`config.mk`:
```
export PLATFORM = sky130hd
export DESIGN_NAME = rmf_median
export DESIGN_NICKNAME = d
export VERILOG_FILES = /design/src/rmf_pkg.sv /design/src/rmf_median.sv
export SDC_FILE = /design/constraint.sdc
export NUM_CORES = 1
export LEC_CHECK = 0
export ABC_AREA = 1
export BUFFER_PORTS_ARGS = -buffer_cell sky130_fd_sc_hd__buf_2
export CAP_MARGIN = 25
export CORE_MARGIN = 1
export CORE_UTILIZATION = 45
export DETAILED_ROUTE_END_ITERATION = 7
export SLEW_MARGIN = 25
export SYNTH_ARGS = -nofsm -noshare
export SYNTH_HDL_FRONTEND = slang
export SYNTH_SLANG_ARGS = --single-unit
```
`constraint.sdc`:
```
create_clock -name vclk -period 8.75
set_input_delay 0.875 -clock vclk [all_inputs]
set_output_delay 0.875 -clock vclk [all_outputs]
set_load 0.01 [all_outputs]
```
`src/rmf_pkg.sv`:
```
// Shared types, widths and register codes for the reflect-padded median filter.
`default_nettype none

package rmf_pkg;

  localparam int PIX_W        = 8;
  localparam int NCH          = 3;
  localparam int PXW          = PIX_W * NCH;
  localparam int WIDTH_REG_W  = 11;
  localparam int HEIGHT_REG_W = 13;
  localparam int CHAN_REG_W   = 2;
  localparam int CFG_DATA_W   = 13;
  localparam int CFG_INDEX_W  = 2;
  localparam int ROW_W        = 13;
  localparam int MIN_DIM      = 4;
  localparam int MAX_HEIGHT   = 4096;

  localparam logic [WIDTH_REG_W-1:0]  WIDTH_RESET    = 11'd256;
  localparam logic [HEIGHT_REG_W-1:0] HEIGHT_RESET   = 13'd256;
  localparam logic [CHAN_REG_W-1:0]   CHANNELS_RESET = 2'd3;

  typedef logic [PIX_W-1:0] pix_t;
  typedef logic [PXW-1:0]   pxl_t;

  typedef enum logic [CFG_INDEX_W-1:0] {
    CFG_WIDTH,
    CFG_HEIGHT,
    CFG_CHANNELS
  } cfg_reg_t;

endpackage

`default_nettype wire

```
`src/rmf_median.sv`:
```
// Rank-based median of one window of 8-bit samples.
`default_nettype none

module rmf_median import rmf_pkg::*; #(
  parameter int N = 9
) (
  input  pix_t vals [N],
  output pix_t median
);

  localparam int MID = N / 2;
  localparam int RKW = $clog2(N);

  // Ties broken by position, so exactly one element has rank MID.
  always_comb begin
    logic [N-1:0]   ahead;
    logic [RKW-1:0] rank;
    pix_t           acc;
    acc = '0;
    for (int i = 0; i < N; i++) begin
      for (int j = 0; j < N; j++) begin
        ahead[j] = (vals[j] < vals[i]) || ((vals[j] == vals[i]) && (j < i));
      end
      rank = RKW'($countones(ahead));
      if (rank == RKW'(MID)) begin
        acc = acc | vals[i];
      end
    end
    median = acc;
  end

endmodule

`default_nettype wire

```
Word-level counts from Yosys, hierarchy flattened:

Cells that the tools add are included.

* $add $sub $neg: 72
* order comparisons: 81
* equality and inequality tests: 45
* multiplexer cells: 9
* bitwise operators: 8
* reductions and logical operators: 36

Operator list (number)
* 8-bit less-than comparator: 81
* 8-bit == test: 36
* 1-bit by 1-bit adder with 2-bit output: 36
* 8-bit 2-to-1 mux: 9
* 8-bit bitwise OR: 8
* 2-bit by 2-bit adder with 3-bit output: 14
* 4-bit by 1-bit adder with 4-bit output: 9
* 4-bit by 3-bit == test with 1-bit output (second input constant): 9
* 1-bit logical OR: 36
* 3-bit by 3-bit adder with 4-bit output: 7
* 4-bit adder: 6

* bits in registers: 0
* input bits: 72
* output and inout bits: 8
* logic and storage cells: 251

Longest topological paths before layout:

Gate-level depths: netlist of the first run.

* word-level depth: 23
* depth in mapped cells: 25
* mapped depth without buffers: 25

Least setup slack after synthesis of the first run:

No wires, ideal clock.

* path kind: input to output
* start: input port vals[55] (netlist bit)
* end: output port median[2]
* data arrival time: 4583 ps
* setup slack: 3292 ps
* cell stages on the path: 21
* path buffers: 0
* cells stage by stage: inv_1 > ha_1 > nand2_1 > nor2_1 > nand2_1 > nand2_1 > o21ai_0 > fa_1 > inv_1 > fa_1 > inv_1 > fa_1 > ha_1 > inv_1 > fa_1 > nand2_1 > nor2_2 > nand2_2 > nor2_1 > nor2_1 > nand2_1

* word-level cells in the longest chain between the ends: 23
* elaborated cells on any way between the ends: 99
* those cells by class: 40 x add/sub; 17 x order compare; 17 x eq/ne; 9 x mux; 8 x bitwise; 8 x reduce/logical

Ends and longest elaborated chain
* from (decl): line rmf_median.sv:7 `input pix_t vals [N],`
* 8-bit less-than comparator: line rmf_median.sv:22 `ahead[j] = (vals[j] < vals[i]) || ((vals[j] == vals[i]) && (j < i));`
* 1-bit by 1-bit adder with 2-bit output (not written as such): line rmf_median.sv:24 `rank = RKW'($countones(ahead));`
* 2-bit by 2-bit adder with 3-bit output (not written as such): line rmf_median.sv:24
* 3-bit by 3-bit adder with 4-bit output (not written as such): line rmf_median.sv:24
* 4-bit by 1-bit adder with 4-bit output (not written as such): line rmf_median.sv:24
* 4-bit by 3-bit == test with 1-bit output: line rmf_median.sv:25 `if (rank == RKW'(MID)) begin`
* 8-bit 2-to-1 mux: line rmf_median.sv:25
* 8-bit bitwise OR: line rmf_median.sv:26 `acc = acc | vals[i];`
* (+7 left out)
* 8-bit bitwise OR: line rmf_median.sv:26
* 8-bit 2-to-1 mux: line rmf_median.sv:25
* 8-bit bitwise OR: line rmf_median.sv:26
* 8-bit 2-to-1 mux: line rmf_median.sv:25
* 8-bit bitwise OR: line rmf_median.sv:26
* 8-bit 2-to-1 mux: line rmf_median.sv:25
* 8-bit bitwise OR: line rmf_median.sv:26
* 8-bit 2-to-1 mux *: line rmf_median.sv:25
* to (decl): line rmf_median.sv:8 `output pix_t median`

Mark *: on every way between the ends. The rest lies on a longest branch, timed or not.

Final worst setup path of the first run:

* start: input port vals[29] (netlist bit)
* end: output port median[2]

The elaborated chain is that of the path after synthesis.

==> impl_metrics.toml, run 1 <==
[critical_path]
critPathRequiredTime_ns = 7.88
endpoint_kind = "output port"
crit_path_cell_trace = "buf_2 > inv_1 > ha_1 > a21oi_1 > o21a_1 > nand2_1 > nand2_1 > inv_1 > fa_1 > inv_1 > ha_1 > inv_1 > fa_1 > inv_1 > fa_1 > fa_1 > nor2_1 > nand2_1 > inv_2 > nand3_1 > nand2_1 > nor2_1 > nand2_1 > buf_2"
cp_data_arrival_time_ns = 5.54
crit_slowest_cell = "fa_1"
crit_type = "in2out"
crit_fanout = 8
slowest_delay_ns = 0.54
crit_path_start_kind = "input port"

[route]
wl_per_cell_um = 19.3
top_layer_used = "met4"
route.detailed.drc = 0
ant_nets = 0
wl_met3_um = 2300
first_iter_violations = 578
drt-total-wl_um = 30900
via_count = 8797
first_pass_iters = 6
via_per_inst = 5.50
m1WireLength_um = 14900
wl_met2_um = 13000

[die]
design.core.area_um2 = 18900
rows = 50
initial_core_util = 0.464
die-width_um = 142
ioPinCount = 80
die_h_um = 142
die_area_um2 = 20000

[sta]
rsz0062_at_grt = "no"
fin_hold_ws_ns = 2.16
tightest_slew_ns = 0.889
period_minus_slack_ns = 6.42
fin_setup_tns_ns = 0
slew_viol_final = 0
setup_viol = 0
finalCritPeriodShare = 0.733
hold_viol_final = 0
slew_headroom = 0.401
fmax_mhz = 156

[final_layout]
seqCellArea_um2 = 0
stdcell_count = 1600
n_antenna_cell = 0
area_growth_pct = 8.28
final_util = 0.503
fin_nets = 1772
clockBufferCount = 0
nFlopsAndLatches = 0
drive_gt1_frac = 0.0776

[global_route]
grt-ovfl-total = 0
grt_max_degree = 10
antenna_found_initial = 0
grt_pass1_wl_um = 47000
grt_util_all_layers = 0.315
grt_pass1_vias = 8071

[placed_design]
portBuffers = 80
dp_hpwl_um = 26400
gp_congestion = 0.898
dp.cells = 1600

[job]
drv_cap = 0

[min_path]
whs_path_depth = 6
hp-start = "vals[64]"
hold_end = "median[0]"
holdCritPathClass = "in2out"

[clock_network]
cts_resized = 0
cts_hold_buf = 0
cts_setup_buffers = 0

[synthesis]
ys_seq_area_frac = 0
synth_cell_types = 24
syn_avg_cell_area_um2 = 6.96
syn_nets = 1690
syn_area_um2 = 8770
yosysWarningCount = 0
synthCells = 1260

[pwr]
power.leakage_nw = 5.48
power_density_nw_per_um2 = 159
ir_drop_v = 0.000155

[outcome]
outcome = "finished, final reports clean"
==> cell usage after synthesis <==
cell type	instances	share of area
a21boi_0	1	0.00086
a21o_1	11	0.0094
a21oi_1	138	0.079
a21oi_4	1	0.0019
a31oi_1	5	0.0036
and2_1	2	0.0014
clkinv_1	2	0.00086
fa_1	36	0.082
ha_1	322	0.46
inv_1	183	0.078
inv_2	7	0.0030
nand2_1	256	0.11
nand2_2	10	0.0071
nand3_1	83	0.047
nand3b_1	1	0.00086
nand4_1	15	0.011
nor2_1	95	0.041
nor2_2	4	0.0029
nor2_4	2	0.0026
nor3_1	2	0.0011
o211ai_1	4	0.0034
o21a_1	29	0.025
o21ai_0	50	0.029
o21ai_1	1	0.00057
==> power by group <==
| part | internal, W | total, W | switching (W) | leakage (nW) |
|---|---|---|---|---|
| Clock | 0 | 0 | 0 | 0 |
| Combinational | 0.000514 | 0.00151 | 0.000996 | 5.48 |
| Sequential | 0 | 0 | 0 | 0 |
==> worst max-delay path by stage <==
stage / depth (start not counted) / end / slack (ns) / from
after floorplan: 21 / median[2] / 3.29 / vals[55]
after global placement: 18 / median[4] / 2.35 / vals[7]
after global routing: 24 / median[2] / 2.04 / vals[31]
final: 24 / median[2] / 2.33 / vals[29]
after CTS: 24 / median[2] / 2.35 / vals[29]
after detailed placement: 24 / median[2] / 2.33 / vals[29]
==> layout make-up <==
type | count | area (µm²)
repair buffers | 80 | 400
multi-input cells | 1068 | 8050
inverters | 192 | 721
fillers | 2036 | 9400
well taps | 260 | 325
==> layer usage <==
layer | track usage | up-vias
met4 | 0.0560 | 0
met1 | 0.465 | 4030
li1 | - | 4466
met3 | 0.0317 | 26
met5 | 0 | -
met2 | 0.495 | 275
==> cell families (layout without fill, tap and decap cells) <==
family | Yosys count | after routing | share of synthesized area
AO/OA/AOI/OAI | 240 | 240 | 0.152
adder cells (fa/ha/maj) | 358 | 358 | 0.542
buffers and inverters | 192 | 272 | 0.0822
AND/OR/NAND/NOR | 470 | 470 | 0.224
==> through the flow <==
step	cell area, µm²	worst slack (ns)	total power, W
after floorplan	8770	3.29	0.000992
after global placement	9490	2.35	0.00146
after detailed placement	9490	2.33	0.00149
after CTS	9490	2.35	0.00149
after global routing	9490	2.04	0.00170
final	9490	2.33	0.00151
==> critical path: cells and delay by family <==
| kind | cells | cell delay [ns] |
|---|---|---|
| AOI/OAI and AO/OA | 2 | 0.35 |
| and+or+nand+nor | 8 | 0.83 |
| buffers and inverters | 8 | 0.96 |
| adders and majority gates | 6 | 2.51 |
==> cells in the final DEF, fill, tap and decap left out, types with 11 or more instances in the layout <==
master / netlist / routed
ha_1: 322 / 322
nand2_1: 256 / 256
a21o_1: 11 / 11
o21a_1: 29 / 29
a21oi_1: 138 / 138
nand3_1: 83 / 83
o21ai_0: 50 / 50
nor2_1: 95 / 95
inv_1: 183 / 183
fa_1: 36 / 36
buf_2: 0 / 80
nand4_1: 15 / 15
Note: power is estimated with default switching activity, not from simulation.
==> run 2, diff against run 1 <==
--- a/config.mk
+++ b/config.mk
@@ -11,6 +11,7 @@
 export CORE_MARGIN = 1
 export CORE_UTILIZATION = 45
 export DETAILED_ROUTE_END_ITERATION = 7
+export PLACE_DENSITY = 0.66
 export SLEW_MARGIN = 25
 export SYNTH_ARGS = -nofsm -noshare
 export SYNTH_HDL_FRONTEND = slang
==> constraint.sdc (replaced) <==
create_clock -name vclk -period 5.45
set_input_delay 0.545 -clock vclk [all_inputs]
set_output_delay 0.545 -clock vclk [all_outputs]
set_load 0.01 [all_outputs]
==> impl_metrics.toml, run 2 (same netlist as run 1, synthesis figures left out) <==
[min_path]
holdCritPathClass = "in2out"

[sta]
setup_viol = 0
period_minus_slack_ns = 5.32
slew_headroom = 0.599
slew_viol_final = 0
tightest_slew_ns = 0.595
fmax_mhz = 188
fin_hold_ws_ns = 1.54
setup_slack_ns = 0.128
finalCritPeriodShare = 0.976
hold_viol_final = 0

[pwr]
ir_drop_v = 0.000248
switching_share = 0.618
seq_power_share = 0
clock_power_share = 0
internal_power_w = 0.00106
combPwrFrac = 1.000
power.leakage_nw = 6.00
netSwitchingPower_w = 0.00170
power_density_nw_per_um2 = 253

[final_layout]
layout_commonest_cell = "ha_1"
fin_nets = 1880
seqCellArea_um2 = 0
drive_gt1_frac = 0.206
final_cell_mix = "ha_1 (298), nand2_1 (247), inv_1 (168)"
n_fill_cell = 1842
clockBufferCount = 0
nFlopsAndLatches = 0
n_antenna_cell = 0
area_growth_pct = 24.3

[critical_path]
crit_slowest_cell = "fa_1"
critPathRequiredTime_ns = 4.91
cp_data_arrival_time_ns = 4.78
crit_fanout = 8
crit_path_start_kind = "input port"
endpoint_kind = "output port"
slowest_delay_ns = 0.44
crit_path_frequent_cell = "nand2_1"
crit_family = "adder cells"
cp.buffers_inverters = 7
crit_path_cell_trace = "buf_2 > clkinvlp_4 > buf_4 > ha_1 > a21oi_1 > o21a_1 > o211ai_1 > ha_1 > inv_1 > fa_1 > fa_1 > inv_1 > ha_1 > fa_1 > nand2_1 > inv_2 > nand3_1 > nand2_1 > nor2_1 > nand2_1 > nor2_1 > nand2_1 > buf_2"
crit_type = "in2out"

[global_route]
grt_util_all_layers = 0.325
grt-ovfl-total = 0
grt_max_degree = 10
grt_pass1_wl_um = 48900
grt_pass1_vias = 8618
antenna_found_initial = 0

[die]
die_h_um = 142
die_area_um2 = 20000
die-width_um = 142
rows = 50
initial_core_util = 0.464
ioPinCount = 80
design.core.area_um2 = 18900

[placed_design]
dp_hpwl_um = 27900
portBuffers = 80
pre_cts_slack_ns = -0.0202
gp_congestion = 1.01

[clock_network]
cts_hold_buf = 0

[route]
ant_nets = 0
first_pass_iters = 5
via_count = 9507
via_per_inst = 5.57
wl_per_cell_um = 19.2
drt-total-wl_um = 32900
first_iter_violations = 797
route.detailed.drc = 0

[job]
drv_cap = 0

[outcome]
outcome = "finished, final reports clean"
==> run 2: cell count changes in the layout (fill, tap and decap cells not counted), sizes merged <==
cell      previous run  this run
buf                 80       180
clkbuf               0         8
clkinvlp             0         6
inv                190       184
==> run 2: worst paths after layout <==
check                 startpoint   endpoint  cells after the start  slack, ns
worst max-delay path    vals[37]  median[2]                     23       0.13
worst min-delay path    vals[30]  median[6]                      6       1.54
==> run 2: power by group through the flow <==
stage	registers (W)	logic (W)	clock network [W]
after CTS	0	0.00251	0
after global routing	0	0.00305	0
after global placement	0	0.00246	0
after detailed placement	0	0.00250	0
after floorplan	0	0.00159	0
final	0	0.00276	0
==> run 2: layer usage <==
layer / global-route usage / up-vias / wire (µm)
li1: - / 4688 / -
met1: 0.477 / 4338 / 14900
met2: 0.496 / 409 / 13700
met3: 0.0270 / 72 / 2830
met4: 0.107 / 0 / 1400
met5: 0 / - / 0
==> run 2: tightest hold or removal path, stage by stage <==
cell and delay (ns):
buf_2 0.10, nand3_1 0.07, nand2_1 0.05, nor2_1 0.04, nand2_1 0.06, buf_2 0.13
==> run 2: final cells by class <==
class	instances	area (µm²)	share of cell area
inverters	192	748	0.0686
well taps	260	325	0.0298
multi-input cells	1068	8540	0.784
repair buffers	188	1280	0.118
==> run 2: what timing repair did <==
item                                    in CTS  in global routing
pin swaps                                    0                 40
resized for setup                            1                127
endpoints found under the setup margin       5                  8
buffers inserted                             0                 13
==> run 2: metrics by stage <==
step / total power (W) / instances / setup TNS [ns] / instance area (µm²) / utilization
after floorplan: 0.00159 / 1260 / 0 / 8770 / -
after global placement: 0.00246 / 1695 / 0 / 10200 / 0.540
after detailed placement: 0.00250 / 1695 / -0.0475 / 10200 / 0.540
after CTS: 0.00251 / 1695 / 0 / 10200 / 0.540
after global routing: 0.00305 / 1708 / -0.167 / 10900 / 0.577
final: 0.00276 / 1708 / 0 / 10900 / 0.577
==> run 3, diff against run 2 <==
--- a/config.mk
+++ b/config.mk
@@ -8,10 +8,12 @@
 export ABC_AREA = 1
 export BUFFER_PORTS_ARGS = -buffer_cell sky130_fd_sc_hd__buf_2
 export CAP_MARGIN = 25
+export CELL_PAD_IN_SITES_DETAIL_PLACEMENT = 2
+export CELL_PAD_IN_SITES_GLOBAL_PLACEMENT = 2
 export CORE_MARGIN = 1
-export CORE_UTILIZATION = 45
+export CORE_UTILIZATION = 33
 export DETAILED_ROUTE_END_ITERATION = 7
-export PLACE_DENSITY = 0.66
+export PLACE_DENSITY_LB_ADDON = 0.1
 export SLEW_MARGIN = 25
 export SYNTH_ARGS = -nofsm -noshare
 export SYNTH_HDL_FRONTEND = slang
==> impl_metrics.toml, run 3 (same netlist as run 1, synthesis figures left out) <==
[outcome]
outcome = "finished with violations"
violations = "negative setup slack"

[pwr]
ir_drop_v = 0.000337
power_density_nw_per_um2 = 291
power.leakage_nw = 6.45

[final_layout]
clockBufferCount = 0
final_cell_mix = "ha_1 (285), nand2_1 (226), buf_4 (179)"
final_cell_area_um2 = 12200
fin_nets = 1961
area_growth_pct = 38.9
layout_commonest_cell = "ha_1"
drive_gt1_frac = 0.309
nFlopsAndLatches = 0
stdcell_count = 1864
n_antenna_cell = 0
final_util = 0.467
seqCellArea_um2 = 0

[critical_path]
cp_data_arrival_time_ns = 5.18
cp.buffers_inverters = 7
critPathRequiredTime_ns = 4.91
crit_path_start_kind = "input port"
crit_family = "adder cells"
crit_path_cell_trace = "buf_4 > clkinvlp_4 > buf_4 > ha_1 > nand2_1 > nor2_1 > nand3_1 > o21ai_0 > fa_1 > inv_1 > fa_1 > ha_2 > inv_1 > fa_1 > nand2_2 > nor2_4 > buf_6 > nand3_1 > nand2_1 > nor2_1 > nand2_1 > buf_2"
endpoint_kind = "output port"
crit_type = "in2out"
crit_slowest_cell = "o21ai_0"
slowest_delay_ns = 0.62
crit_fanout = 5

[placed_design]
portBuffers = 80
gp_congestion = 0.910
dp_hpwl_um = 38400
pre_cts_slack_ns = -0.310
dp.cells = 1838
placed_area_um2 = 10900

[sta]
rsz0062_at_grt = "yes"
period_minus_slack_ns = 5.73
slew_headroom = 0.508
setup_slack_ns = -0.279
setup_viol = 8
tightest_slew_ns = 0.731
finalCritPeriodShare = 1.05
fmax_mhz = 175
slew_viol_final = 0
hold_viol_final = 0
fin_setup_tns_ns = -1.61

[die]
ioPinCount = 80
die_h_um = 165
die-width_um = 165
rows = 59
design.core.area_um2 = 26100
die_area_um2 = 27200
initial_core_util = 0.336

[min_path]
holdCritPathClass = "in2out"

[global_route]
grt_util_all_layers = 0.328
grt-ovfl-total = 0
grt_pass1_wl_um = 65200
antenna_found_initial = 0
grt_pass1_vias = 10944
grt_max_degree = 10

[route]
via_count = 10644
first_iter_violations = 560
wl_per_cell_um = 27.2
first_pass_iters = 5
drt-total-wl_um = 50700
ant_nets = 0
route.detailed.drc = 0
via_per_inst = 5.71

[job]
drv_cap = 0

[clock_network]
cts_hold_buf = 0
## run 3: cell types whose count changed in the layout (fill, tap and decap cells not counted), moves of 12 or more
cell and change:
o21ai_0 -14, nor2_1 -14, ha_4 +12, buf_4 +70, inv_1 -16, nand2_2 +17
nand2_1 -21, buf_6 +13, nand3_1 -13, ha_1 -13
## run 3: what timing repair did
| item | 4_1_cts | 5_1_grt |
|---|---|---|
| setup buffers | 13 | 13 |
| pin swaps | 20 | 76 |
| gates resized for setup | 77 | 193 |
| endpoints found under the setup margin | 8 | 8 |
## run 3: worst paths after layout
check,end,startpoint,cells after the start
max,median[0],vals[28],22
min,median[5],vals[29],6
## run 3: worst min-delay path, stage by stage
cell     delay (ns)
buf_2          0.12
nand3_1        0.08
nand2_1        0.07
nor2_2         0.04
nand2_1        0.05
buf_2          0.12
## run 3: per-stage QoR
stage | hold WS (ns) | power (W)
floorplan | 1.32 | 0.00159
global placement | 1.54 | 0.00273
detailed placement | 1.55 | 0.00286
CTS | 1.57 | 0.00301
global route | 1.63 | 0.00378
finish | 1.58 | 0.00354
## run 3: metal layers
| metal | track usage | vias up | wire, µm |
|---|---|---|---|
| met5 | 0 | - | 0 |
| met2 | 0.551 | 301 | 24000 |
| li1 | - | 4848 | - |
| met1 | 0.446 | 5389 | 22200 |
| met3 | 0.0281 | 106 | 2210 |
| met4 | 0.0884 | 0 | 2320 |
## run 3: power breakdown
group / internal, W / leakage, nW / switching [W]
combinational: 0.00131 / 6.45 / 0.00223
clock: 0 / 0 / 0
sequential: 0 / 0 / 0
## run 3: cell type report
cell class | instances | area [µm²]
inverters | 192 | 767
multi-input cells | 1068 | 8970
repair buffers | 269 | 2010
well taps | 335 | 419
fillers | 3023 | 13900
